[src/u8n1_pkg.sv]
`timescale 1ns / 1ps
// ----------------------------------------------------------------------------
// UART 8N1 package
// Shared widths, reset values and register addresses for the 8N1
// transmitter and receiver.
// ----------------------------------------------------------------------------
package u8n1_pkg;

	// Default width of the bit period timers.
	localparam int unsigned TIMER_BITS_DEF = 16;

	// Width of the configuration register holding the bit period.
	localparam int unsigned CPB_BITS = 16;

	// Bit period after reset, in ticks (accepted input words).
	localparam logic [CPB_BITS-1:0] CPB_RESET = 16'd6076;

	// Frame layout: start bit, eight data bits, stop bit.
	localparam int unsigned DATA_BITS  = 8;
	localparam int unsigned FRAME_BITS = 10;

	// Bit counter states of the receiver and transmitter.
	localparam logic [3:0] RX_CNT_START  = 4'd0;
	localparam logic [3:0] RX_CNT_D_LAST = 4'd8;
	localparam logic [3:0] RX_CNT_STOP   = 4'd9;
	localparam logic [3:0] TX_CNT_LAST   = 4'd9;
	localparam logic [3:0] TX_CNT_DONE   = 4'd10;

	// APB address map.
	localparam int unsigned APB_ADDR_BITS = 2;
	localparam int unsigned APB_DATA_BITS = 32;
	localparam logic [APB_ADDR_BITS-1:0] ADDR_CYCLES_PER_BIT = 2'd0;

	typedef logic [DATA_BITS-1:0]  byte_t;
	typedef logic [FRAME_BITS-1:0] frame_t;
	typedef logic [3:0]            bit_cnt_t;

endpackage

[src/u8n1_if.sv]
`timescale 1ns / 1ps
// ----------------------------------------------------------------------------
// UART 8N1 channel interfaces
// Valid/ready channels for the per-tick input word and the per-tick result
// word of the 8N1 transceiver.
// ----------------------------------------------------------------------------

// Input word: one clock tick of serial line timing.
interface u8n1_in_if;
	logic             valid;
	logic             ready;
	logic             rx_line;
	logic             send;
	u8n1_pkg::byte_t  send_byte;

	modport source (output valid, output rx_line, output send, output send_byte,
		input ready);
	modport sink (input valid, input rx_line, input send, input send_byte,
		output ready);
endinterface

// Result word: line levels and strobes for the same tick.
interface u8n1_out_if;
	logic             valid;
	logic             ready;
	logic             tx_line;
	logic             rx_valid;
	u8n1_pkg::byte_t  rx_byte;
	logic             tx_busy;

	modport source (output valid, output tx_line, output rx_valid, output rx_byte,
		output tx_busy, input ready);
	modport sink (input valid, input tx_line, input rx_valid, input rx_byte,
		input tx_busy, output ready);
endinterface

[src/uart_8n1_transceiver.sv]
`timescale 1ns / 1ps
// ----------------------------------------------------------------------------
// UART 8N1 transceiver
// Serial 8N1 receiver and transmitter, advanced by one input word per tick.
// ----------------------------------------------------------------------------
// Each input word is one tick of serial line time: the sampled receive level
// and an optional byte to send. Each accepted word yields exactly one result
// word with the transmit level, a received-byte strobe with its byte, and a
// transmitter busy flag. The block takes one word per cycle while the result
// channel is free. Path: one input register, one result register, with the
// receiver and transmitter state updated in the single pass between them. The
// receiver starts on a low line, samples data LSB first at mid bit and reports
// the byte at mid stop bit without checking it. The transmitter sends start,
// eight data bits LSB first and stop; send requests while busy are dropped.
// The bit period in ticks is the cycles_per_bit register at APB address 0
// (reset 6076), clamped to what a TIMER_BITS counter holds. Write it only
// while no words are in flight.
module uart_8n1_transceiver #(
	parameter int unsigned TIMER_BITS = u8n1_pkg::TIMER_BITS_DEF
) (
	input  logic                                   clk,
	input  logic                                   arst_n,
	u8n1_in_if.sink                                in_ch,
	u8n1_out_if.source                             out_ch,
	input  logic                                   psel,
	input  logic                                   penable,
	input  logic                                   pwrite,
	input  logic [u8n1_pkg::APB_ADDR_BITS-1:0]     paddr,
	input  logic [u8n1_pkg::APB_DATA_BITS-1:0]     pwdata,
	output logic [u8n1_pkg::APB_DATA_BITS-1:0]     prdata,
	output logic                                   pready
);

	localparam int unsigned CmpW = (TIMER_BITS > u8n1_pkg::CPB_BITS) ?
		TIMER_BITS : u8n1_pkg::CPB_BITS;

	// Configuration register.
	logic [u8n1_pkg::CPB_BITS-1:0] cpb_q;

	// Input stage.
	logic             valid_s1;
	logic             rx_line_s1;
	logic             send_s1;
	u8n1_pkg::byte_t  send_byte_s1;

	// Result stage.
	logic             valid_s2;
	logic             tx_line_s2;
	logic             rx_valid_s2;
	u8n1_pkg::byte_t  rx_byte_s2;
	logic             tx_busy_s2;

	// Receiver and transmitter state.
	logic                   rx_active_q;
	logic [TIMER_BITS-1:0]  rx_timer_q;
	u8n1_pkg::bit_cnt_t     rx_cnt_q;
	u8n1_pkg::byte_t        rx_shift_q;
	logic                   tx_active_q;
	logic [TIMER_BITS-1:0]  tx_timer_q;
	u8n1_pkg::bit_cnt_t     tx_cnt_q;
	u8n1_pkg::frame_t       tx_frame_q;

	// Next state from the step logic.
	logic                   rx_active_d;
	logic [TIMER_BITS-1:0]  rx_timer_d;
	u8n1_pkg::bit_cnt_t     rx_cnt_d;
	u8n1_pkg::byte_t        rx_shift_d;
	logic                   rx_valid_d;
	u8n1_pkg::byte_t        rx_byte_d;
	logic                   tx_active_d;
	logic [TIMER_BITS-1:0]  tx_timer_d;
	u8n1_pkg::bit_cnt_t     tx_cnt_d;
	u8n1_pkg::frame_t       tx_frame_d;

	logic                   advance;
	logic                   cfg_wr;
	logic [CmpW-1:0]        cpb_ext;
	logic [CmpW-1:0]        mask_ext;
	logic [TIMER_BITS-1:0]  period;

	// Handshake: the input stage moves whenever the result register is free.
	assign advance      = valid_s1 && (!valid_s2 || out_ch.ready);
	assign in_ch.ready  = !valid_s1 || advance;

	// APB register access.
	assign pready = 1'b1;
	assign cfg_wr = psel && penable && pwrite && (paddr == u8n1_pkg::ADDR_CYCLES_PER_BIT);
	assign prdata = (paddr == u8n1_pkg::ADDR_CYCLES_PER_BIT) ?
		u8n1_pkg::APB_DATA_BITS'(cpb_q) : '0;

	always_ff @(posedge clk or negedge arst_n) begin
		if (!arst_n) begin
			cpb_q <= u8n1_pkg::CPB_RESET;
		end else if (cfg_wr) begin
			cpb_q <= pwdata[u8n1_pkg::CPB_BITS-1:0];
		end
	end

	// Bit period, clamped to the timer range.
	assign cpb_ext  = CmpW'(cpb_q);
	assign mask_ext = CmpW'({TIMER_BITS{1'b1}});
	assign period   = (cpb_ext > mask_ext) ? TIMER_BITS'(mask_ext) : TIMER_BITS'(cpb_ext);

	// Receiver step.
	always_comb begin
		logic [TIMER_BITS-1:0] tmr_inc;
		logic [TIMER_BITS-1:0] target;
		rx_active_d = rx_active_q;
		rx_timer_d  = rx_timer_q;
		rx_cnt_d    = rx_cnt_q;
		rx_shift_d  = rx_shift_q;
		rx_valid_d  = 1'b0;
		rx_byte_d   = '0;
		tmr_inc     = rx_timer_q + 1'b1;
		target      = (rx_cnt_q == u8n1_pkg::RX_CNT_START) ? (period >> 1) : period;
		if (!rx_active_q) begin
			if (!rx_line_s1) begin
				rx_active_d = 1'b1;
				rx_timer_d  = '0;
				rx_cnt_d    = u8n1_pkg::RX_CNT_START;
			end
		end else begin
			rx_timer_d = tmr_inc;
			if (tmr_inc >= target) begin
				rx_timer_d = '0;
				rx_cnt_d   = rx_cnt_q + 1'b1;
				if (rx_cnt_q >= u8n1_pkg::RX_CNT_STOP) begin
					// Mid stop bit: hand the byte out and go idle.
					rx_valid_d  = 1'b1;
					rx_byte_d   = rx_shift_q;
					rx_active_d = 1'b0;
					rx_cnt_d    = u8n1_pkg::RX_CNT_START;
				end else if (rx_cnt_q != u8n1_pkg::RX_CNT_START) begin
					rx_shift_d = {rx_line_s1, rx_shift_q[u8n1_pkg::DATA_BITS-1:1]};
				end
			end
		end
	end

	// Transmitter step: advance a running frame, then take a new byte if idle.
	always_comb begin
		logic [TIMER_BITS-1:0] tmr_inc;
		u8n1_pkg::bit_cnt_t    cnt_inc;
		tx_active_d = tx_active_q;
		tx_timer_d  = tx_timer_q;
		tx_cnt_d    = tx_cnt_q;
		tx_frame_d  = tx_frame_q;
		tmr_inc     = tx_timer_q + 1'b1;
		cnt_inc     = tx_cnt_q + 1'b1;
		if (tx_active_q) begin
			tx_timer_d = tmr_inc;
			if (tmr_inc >= period) begin
				tx_timer_d = '0;
				tx_frame_d = {1'b1, tx_frame_q[u8n1_pkg::FRAME_BITS-1:1]};
				tx_cnt_d   = cnt_inc;
				if (cnt_inc >= u8n1_pkg::TX_CNT_DONE) begin
					tx_active_d = 1'b0;
					tx_cnt_d    = '0;
					tx_frame_d  = '1;
				end
			end
		end
		if (!tx_active_d && send_s1) begin
			tx_active_d = 1'b1;
			tx_timer_d  = '0;
			tx_cnt_d    = '0;
			tx_frame_d  = {1'b1, send_byte_s1, 1'b0};
		end
	end

	// Input register control.
	always_ff @(posedge clk or negedge arst_n) begin
		if (!arst_n) begin
			valid_s1 <= 1'b0;
		end else if (in_ch.ready) begin
			valid_s1 <= in_ch.valid;
		end
	end

	// Input register payload.
	always_ff @(posedge clk) begin
		if (in_ch.valid && in_ch.ready) begin
			rx_line_s1   <= in_ch.rx_line;
			send_s1      <= in_ch.send;
			send_byte_s1 <= in_ch.send_byte;
		end
	end

	// Line state, committed once per word.
	always_ff @(posedge clk or negedge arst_n) begin
		if (!arst_n) begin
			rx_active_q <= 1'b0;
			rx_timer_q  <= '0;
			rx_cnt_q    <= '0;
			rx_shift_q  <= '0;
			tx_active_q <= 1'b0;
			tx_timer_q  <= '0;
			tx_cnt_q    <= '0;
			tx_frame_q  <= '1;
		end else if (advance) begin
			rx_active_q <= rx_active_d;
			rx_timer_q  <= rx_timer_d;
			rx_cnt_q    <= rx_cnt_d;
			rx_shift_q  <= rx_shift_d;
			tx_active_q <= tx_active_d;
			tx_timer_q  <= tx_timer_d;
			tx_cnt_q    <= tx_cnt_d;
			tx_frame_q  <= tx_frame_d;
		end
	end

	// Result register control.
	always_ff @(posedge clk or negedge arst_n) begin
		if (!arst_n) begin
			valid_s2 <= 1'b0;
		end else if (!valid_s2 || out_ch.ready) begin
			valid_s2 <= valid_s1;
		end
	end

	// Result register payload.
	always_ff @(posedge clk) begin
		if (advance) begin
			tx_line_s2  <= tx_frame_d[0];
			rx_valid_s2 <= rx_valid_d;
			rx_byte_s2  <= rx_byte_d;
			tx_busy_s2  <= tx_active_d;
		end
	end

	assign out_ch.valid    = valid_s2;
	assign out_ch.tx_line  = tx_line_s2;
	assign out_ch.rx_valid = rx_valid_s2;
	assign out_ch.rx_byte  = rx_byte_s2;
	assign out_ch.tx_busy  = tx_busy_s2;

	// An idle transmitter always holds the line high.
	a_tx_idle_frame: assert property (@(posedge clk) disable iff (!arst_n)
		!tx_active_q |-> (tx_frame_q == '1))
		else $error("idle transmitter frame not all ones");

	// Bit counters never run past the stop bit.
	a_cnt_range: assert property (@(posedge clk) disable iff (!arst_n)
		(rx_cnt_q <= u8n1_pkg::RX_CNT_STOP) && (tx_cnt_q <= u8n1_pkg::TX_CNT_LAST))
		else $error("bit counter out of range");

	// The received byte reads zero on ticks without a strobe.
	a_rx_byte_zero: assert property (@(posedge clk) disable iff (!arst_n)
		(valid_s2 && !rx_valid_s2) |-> (rx_byte_s2 == '0))
		else $error("rx_byte nonzero without rx_valid");

	// An accepted word always occupies the input stage on the next cycle.
	a_s1_fill: assert property (@(posedge clk) disable iff (!arst_n)
		(in_ch.valid && in_ch.ready) |=> valid_s1)
		else $error("accepted word lost");

	// A received byte is reported only while the receiver is at the stop bit of a frame.
	a_rx_strobe_src: assert property (@(posedge clk) disable iff (!arst_n)
		(advance && rx_valid_d) |-> (rx_active_q && (rx_cnt_q == u8n1_pkg::RX_CNT_STOP)))
		else $error("rx strobe outside stop bit");

endmodule
[src/flat_wrapper.sv]
// flat-port wrapper written by rule: the top's interface ports become plain ports
module uart_8n1_transceiver_flat 
#(
	parameter int unsigned TIMER_BITS = u8n1_pkg::TIMER_BITS_DEF
)
  (clk, arst_n, psel, penable, pwrite, paddr, pwdata, prdata, pready, in_ch_valid, in_ch_rx_line, in_ch_send, in_ch_send_byte, in_ch_ready, out_ch_valid, out_ch_tx_line, out_ch_rx_valid, out_ch_rx_byte, out_ch_tx_busy, out_ch_ready);
  u8n1_in_if in_ch_i ();
  u8n1_out_if out_ch_i ();
  input  logic clk;
  input  logic arst_n;
  input  logic psel;
  input  logic penable;
  input  logic pwrite;
  input  logic [u8n1_pkg::APB_ADDR_BITS-1:0] paddr;
  input  logic [u8n1_pkg::APB_DATA_BITS-1:0] pwdata;
  output logic [u8n1_pkg::APB_DATA_BITS-1:0] prdata;
  output logic pready;
  input wire logic [$bits(in_ch_i.valid)-1:0] in_ch_valid;
  input wire logic [$bits(in_ch_i.rx_line)-1:0] in_ch_rx_line;
  input wire logic [$bits(in_ch_i.send)-1:0] in_ch_send;
  input wire logic [$bits(in_ch_i.send_byte)-1:0] in_ch_send_byte;
  output wire logic [$bits(in_ch_i.ready)-1:0] in_ch_ready;
  output wire logic [$bits(out_ch_i.valid)-1:0] out_ch_valid;
  output wire logic [$bits(out_ch_i.tx_line)-1:0] out_ch_tx_line;
  output wire logic [$bits(out_ch_i.rx_valid)-1:0] out_ch_rx_valid;
  output wire logic [$bits(out_ch_i.rx_byte)-1:0] out_ch_rx_byte;
  output wire logic [$bits(out_ch_i.tx_busy)-1:0] out_ch_tx_busy;
  input wire logic [$bits(out_ch_i.ready)-1:0] out_ch_ready;
  assign in_ch_i.valid = in_ch_valid;
  assign in_ch_i.rx_line = in_ch_rx_line;
  assign in_ch_i.send = in_ch_send;
  assign in_ch_i.send_byte = in_ch_send_byte;
  assign in_ch_ready = in_ch_i.ready;
  assign out_ch_valid = out_ch_i.valid;
  assign out_ch_tx_line = out_ch_i.tx_line;
  assign out_ch_rx_valid = out_ch_i.rx_valid;
  assign out_ch_rx_byte = out_ch_i.rx_byte;
  assign out_ch_tx_busy = out_ch_i.tx_busy;
  assign out_ch_i.ready = out_ch_ready;
  uart_8n1_transceiver #(.TIMER_BITS(TIMER_BITS)) u_core (.clk(clk), .arst_n(arst_n), .in_ch(in_ch_i), .out_ch(out_ch_i), .psel(psel), .penable(penable), .pwrite(pwrite), .paddr(paddr), .pwdata(pwdata), .prdata(prdata), .pready(pready));
endmodule
[config.mk]
export PLATFORM = sky130hd
export DESIGN_NAME = uart_8n1_transceiver_flat
export DESIGN_NICKNAME = d
export VERILOG_FILES = /design/src/u8n1_pkg.sv /design/src/u8n1_if.sv /design/src/uart_8n1_transceiver.sv /design/src/flat_wrapper.sv
export SDC_FILE = /design/constraint.sdc
export NUM_CORES = 1
export LEC_CHECK = 0
export BUFFER_PORTS_ARGS = -buffer_cell sky130_fd_sc_hd__buf_2
export CORE_MARGIN = 2
export CORE_UTILIZATION = 25
export CTS_BUF_LIST = sky130_fd_sc_hd__clkbuf_16
export DETAILED_ROUTE_END_ITERATION = 7
export SLEW_MARGIN = 10
export SYNTH_ARGS = -nofsm -noshare
export SYNTH_HDL_FRONTEND = slang
export SYNTH_SLANG_ARGS = --single-unit
export TNS_END_PERCENT = 1
[constraint.sdc]
create_clock -name clk -period 3.6 [get_ports clk]
set_input_delay 1.08 -clock clk [delete_from_list [all_inputs] [get_ports clk]]
set_output_delay 1.08 -clock clk [all_outputs]
set_load 0.02 [all_outputs]
Yosys cells after proc, flatten, opt, wreduce, memory -nomap -nowiden
Cells that the tools add are included.
Storage, ports and cells
  input port bits: 51
  bits in registers: 99
Cells by class
  mux-type cells: 30
  $lt $le $gt $ge: 5
  add/subtract/negate cells: 4
  bitwise operators: 1
  reduce and logical (&&, ||, !) cells: 23
  eq/ne operators: 2
Operators by type and width (count)
  two-way mux 16 bit: 9
  adder 16 x 1 -> 16 bit (second input constant): 2
  >= comparator 16 bit: 2
  two-way mux 4 bit: 8
  two-way mux 10 bit: 3
  > comparator 16 bit (second input constant): 1
  two-way mux 1 bit: 9
  two-way mux 9 bit: 1
  AND reduction 3 bit: 3
  adder 4 x 1 -> 4 bit (second input constant): 2
  >= comparator 4 bit (second input constant): 2
  logical AND 1 bit: 6
  AND reduction 2 bit: 3
  AND reduction 5 bit: 1
  logical NOT 4 bit: 1
  != test 2 bit (second input constant): 2
  nonzero test 2 bit: 2
  nonzero test 4 bit: 1
  logical NOT 1 bit: 3
  logical NOT 2 bit: 1
  logical OR 1 bit: 2
  inverter 1 bit: 1

Logic depth before layout (Yosys ltp)
  depth after elaboration: 9
  depth in mapped cells: 15
  depth with buffers taken out: 13

Least setup slack after synthesis
No wires, ideal clock.
  path type: register to register
  from: reg u_core.rx_cnt_q[0]
  to: reg u_core.rx_shift_q[0]
  arrival: 3.335 ns
  setup time: 0.125 ns
  period minus slack after synthesis: 3.460 ns
  path slack: 0.140 ns
  cell stages (with the launch flop): 15
  path buffers: 2
  path through: dfrtp_1 > inv_1 > ha_1 > nand2b_1 > nor2_1 > buf_2 > mux2i_1 > ha_1 > nand4_1 > nor2_1 > o2111ai_1 > o21a_2 > or4_4 > buf_6 > mux2_4
On the way
  longest elaborated chain between the ends: 4
  elaborated cells between the ends (all ways): 7
  classes of those cells: 2 x order compare; 1 x mux; 1 x bitwise; 3 x reduce/logical
RTL lines
  start: declaration: line uart_8n1_transceiver.sv:56  | u8n1_pkg::bit_cnt_t rx_cnt_q;
  start signal: assignment: line uart_8n1_transceiver.sv:203  | rx_cnt_q <= rx_cnt_d;
  logical NOT 4 bit: line uart_8n1_transceiver.sv:115  | target = (rx_cnt_q == u8n1_pkg::RX_CNT_START) ? (period >> 1) : period;
  two-way mux 16 bit: line uart_8n1_transceiver.sv:115
  >= comparator 16 bit: line uart_8n1_transceiver.sv:124  | if (tmr_inc >= target) begin
  AND reduction 5 bit (no line) (*)
  end signal: assignment: line uart_8n1_transceiver.sv:204  | rx_shift_q <= rx_shift_d;
  end: declaration: line uart_8n1_transceiver.sv:57  | u8n1_pkg::byte_t rx_shift_q;
Mark *: on every way between the ends. The rest lies on a longest branch, timed or not.
A chain may end at the register's enable or synchronous reset.

Worst setup path in the final report
  from: reg u_core.rx_cnt_q[1]
  to: reg u_core.rx_shift_q[0]
Same word-level chain as after synthesis.

==> qor.csv <==
stage,metric,value,unit
logic_synthesis,Main synth FF type,dfrtp_1,
logic_synthesis,multiplexer share of the synthesized area,5.76,%
cts,Root Driver,clkbuf_16,
global_routing,global-route wire length before repair,23.4,mm
setup_path,crit end category,register,
global_routing,initial antenna violation count,0,
drt,drt drc,0,
hold_path,worst min-delay path category,reg -> reg,
cts,deepest clock path buffer count,2,
cts,"CTS clk-pin slew, worst paths",70,ps
logic_synthesis,Post-synth EDFFs,21,
global_routing,final global-route overflow total,0,
timing,clock skew,10.3,ps
floorplan,number of core rows,56,
cts,clock sink total,99,
cts,Post-CTS Resized,0,
floorplan,Core Area,23500,µm²
logic_synthesis,"Distinct cells, synth",55,
setup_path,FF-to-FF path depth,13,
pwr,Switch Pwr,1.04,mW
job,max_cap viols,0,
logic_synthesis,cell taking the most area after synthesis,dfrtp_1,
drt,vias post-DR,4654,
setup_path,worst path required time,3840,ps
global_routing,largest net degree at the start of global routing,69,
drt,drt wl/cell,13.7,µm
logic_synthesis,post-synthesis xor/xnor area fraction,3.78,%
global_routing,Tot GR Track Use,11.4,%
pwr,P per Cell Area,451,nW/µm²
finish,# nets final,781,
setup_path,Crit-path slowest cell,or4_4,
pwr,Clk network pwr share,31.1,%
timing,# setup viols final,0,
drt,DRT antenna net count,0,
setup_path,crit-path max FO,15,
placed_design,RePlAce Congestion,0.812,
cts,Setup Buffers After CTS,0,
cts,CTS Buf Count,9,
pwr,switch share,32.2,%
timing,Peak Freq,288,MHz
timing,"Min Clock Period, post-route",3470,ps
pwr,overall power,3.22,mW
timing,slew margin rel.,21.4,%
logic_synthesis,Post-Syn Instances,622,
logic_synthesis,simple-gate portion of the synthesized area,18.5,%
finish,antenna cells,0,
placed_design,pre-CTS setup slack,31.6,ps
setup_path,CP max stage delay,590,ps
timing,final hold vios,0,
cts,CTS tree,built,
logic_synthesis,"Async S/R FF share, synth",78.8,%
logic_synthesis,"Cell Area, Synth",6020,µm²
drt,routed vias/inst,4.59,
placed_design,Post-Place Cell Area,6790,µm²
timing,Worst-Margin Slew,1170,ps
floorplan,I/O pins,97,
pwr,combinational share of power,24.3,%
placed_design,hpwl dp,10.0,mm
setup_path,kind of critical path,reg -> reg,
setup_path,FF-to-FF Start,u_core.rx_cnt_q[1],
status,run status,"complete, no violations",
pwr,peak supply drop,0.205,mV
logic_synthesis,compound-gate portion of the synthesized area,14.2,%
setup_path,RR Endpoint,u_core.rx_shift_q[0],
setup_path,crit path launch type,register,
logic_synthesis,share of the synthesized area in the top cell type,24.5,%
timing,worst setup margin,127,ps
drt,DRT iter0 DRCs,311,
logic_synthesis,Area contributors post-synth,"dfrtp_1, edfxtp_1, dfstp_2, ha_1, nand2_1",
pwr,sequential share of power,44.6,%
finish,fin area,7130,µm²
finish,synth-to-layout area growth,18.4,%
global_routing,vias in the first global route,4602,
floorplan,Die Ht,159,µm
setup_path,crit path launch,u_core.rx_cnt_q[1],
floorplan,initial core utilization,25.6,%
pwr,LEAKAGE,3.18,nW
cts,cts hold-fix bufs,0,
logic_synthesis,warnings from Yosys,0,
logic_synthesis,post-synthesis sequential area ratio,43.3,%
logic_synthesis,largest family of logic cells by synthesized area,simple AND/OR/NAND/NOR gates,
finish,"commonest non-fill, non-tap cells in the layout","nand2_1, buf_2, dfrtp_1",
setup_path,crit path cell chain,inv_1 -> ha_1 -> nand2b_1 -> nor2_1 -> buf_12 -> mux2_2 -> ha_1 -> nand2b_1 -> a21o_1 -> a31oi_1 -> o21a_2 -> or4_4 -> mux2_4,
cts,H-tree lvl count,3,
drt,Routed WL,13.9,mm
timing,final worst-path cycle share,96.5,%
timing,Max Slew Vio Count,0,
setup_path,Reg2Reg Setup Slack,130,ps
pwr,Internal,2.18,mW
logic_synthesis,synthesized area per cell,9.68,µm²
cts,clk_lat worst skew,350,ps
floorplan,die area,25300,µm²
finish,final core utilization,30.3,%
floorplan,die width,159,µm
timing,setup TNS,0,ps
finish,"commonest non-fill, non-tap cell in the layout",nand2_1,
placed_design,IO buf count,63,
logic_synthesis,Synth Area in Adders,8.10,%
timing,RSZ-0062 raised after global routing,yes,
logic_synthesis,Yosys reg bits,99,
drt,1st-pass router iterations,4,
setup_path,Worst Setup EP,u_core.rx_shift_q[0],
setup_path,Worst Path Arrival,3710,ps
finish,share of cells above drive strength 1,21.7,%
-- synth_stat cells, types with 4 or more instances --
cell type  count
dfstp_2       19
o31ai_1        7
nor3_1        30
nand2_1       65
nand3b_1       9
o21ai_0       33
inv_1         29
nand3_1       25
nand2b_1       9
mux2i_1       17
nor2b_1        4
a21o_1         7
a221o_1        7
nor4_1         6
clkbuf_1      25
mux2_4         8
nor2_1        34
mux2_2         5
dfrtp_1       59
and3_1         8
nand4_1        8
ha_1          39
a211oi_1       5
xor2_1         8
o2111ai_1      9
xnor2_1       18
and2_1        12
a22o_1        14
edfxtp_1      21
a21oi_1       15
a31oi_1       11
or2_2          4
buf_4         18
-- power by group through the flow --
stage | sequential, mW | combinational (mW) | clock [mW]
4_1_cts | 1.43 | 0.790 | 1.05
5_1_grt | 1.46 | 0.901 | 1.09
2_1_floorplan | 1.43 | 0.559 | 0
3_5_place_dp | 1.45 | 0.786 | 0
3_3_place_gp | 1.45 | 0.762 | 0
6_report | 1.44 | 0.782 | 1.00
-- metal layers --
metal / vias to the layer above / share of wire [%] / global-route usage [%]
met5: - / 0 / 0
met4: 0 / 1.6 / 3.43
met3: 14 / 3.1 / 2.50
met2: 72 / 47 / 19.2
met1: 2225 / 48 / 14.5
li1: 2343 / - / -
-- flip-flops by register name, summed over array words and instances, names as in the netlist --
register / cells
u_core.out_ch.rx_valid: 1
u_core.cpb_ext: 16
u_core.rx_cnt_q: 4
u_core.valid_s1: 1
u_core.send_s1: 1
u_core.out_ch.tx_line: 1
u_core.rx_active_q: 1
u_core.tx_timer_q: 16
u_core.send_byte_s1: 8
u_core.out_ch.valid: 1
u_core.tx_cnt_q: 4
u_core.rx_shift_q: 8
u_core.out_ch.tx_busy: 1
u_core.out_ch.rx_byte: 8
u_core.tx_frame_q: 10
u_core.rx_timer_q: 16
u_core.tx_active_q: 1
u_core.rx_line_s1: 1
-- area by class of cell --
| cell class | count | area [µm²] |
|---|---|---|
| clock inverter | 7 | 75.1 |
| fill | 2496 | 16400 |
| clock buffer | 9 | 225 |
| sequential | 99 | 2610 |
| inverter | 29 | 109 |
| multi-input combinational | 459 | 3140 |
| tap | 319 | 399 |
| timing repair buffer | 93 | 581 |
-- per-stage QoR --
step / hold WS (ps) / instances
4_1_cts: 496 / 1015
5_1_grt: 530 / 1015
3_5_place_dp: 484 / 999
6_report: 495 / 1015
2_1_floorplan: 449 / 637
3_3_place_gp: 475 / 999
-- cell families (layout without fill, tap and decap cells) --
| kind of cell | Yosys count | in the layout |
|---|---|---|
| adders and majority gates | 39 | 39 |
| DFF | 99 | 99 |
| xor gates and xnor gates | 26 | 26 |
| AOI/OAI and AO/OA | 125 | 125 |
| buffers and inverters | 79 | 138 |
| other | 2 | 17 |
| muxes | 30 | 30 |
| and+or+nand+nor | 222 | 222 |
-- worst max-delay path, delay by kind of cell (launching register included) --
| kind | cells | cell delay, ps |
|---|---|---|
| AO/OA/AOI/OAI | 3 | 490 |
| AND/OR/NAND/NOR | 4 | 1020 |
| flip-flops | 1 | 400 |
| adder cells (fa/ha/maj) | 2 | 430 |
| multiplexers | 2 | 680 |
| buffers and inverters | 2 | 320 |
-- how the worst min path moves through the flow --
stage | start | end | cells after the start
4_1_cts | u_core.tx_timer_q[15] | u_core.tx_timer_q[15] | 1
5_1_grt | u_core.tx_frame_q[0] | u_core.tx_frame_q[0] | 2
2_1_floorplan | u_core.valid_s1 | u_core.out_ch.valid | 1
6_report | u_core.tx_timer_q[15] | u_core.tx_timer_q[15] | 1
3_5_place_dp | u_core.valid_s1 | u_core.out_ch.valid | 1
3_3_place_gp | u_core.valid_s1 | u_core.out_ch.valid | 1
Note: power is estimated with default switching activity, not from simulation.
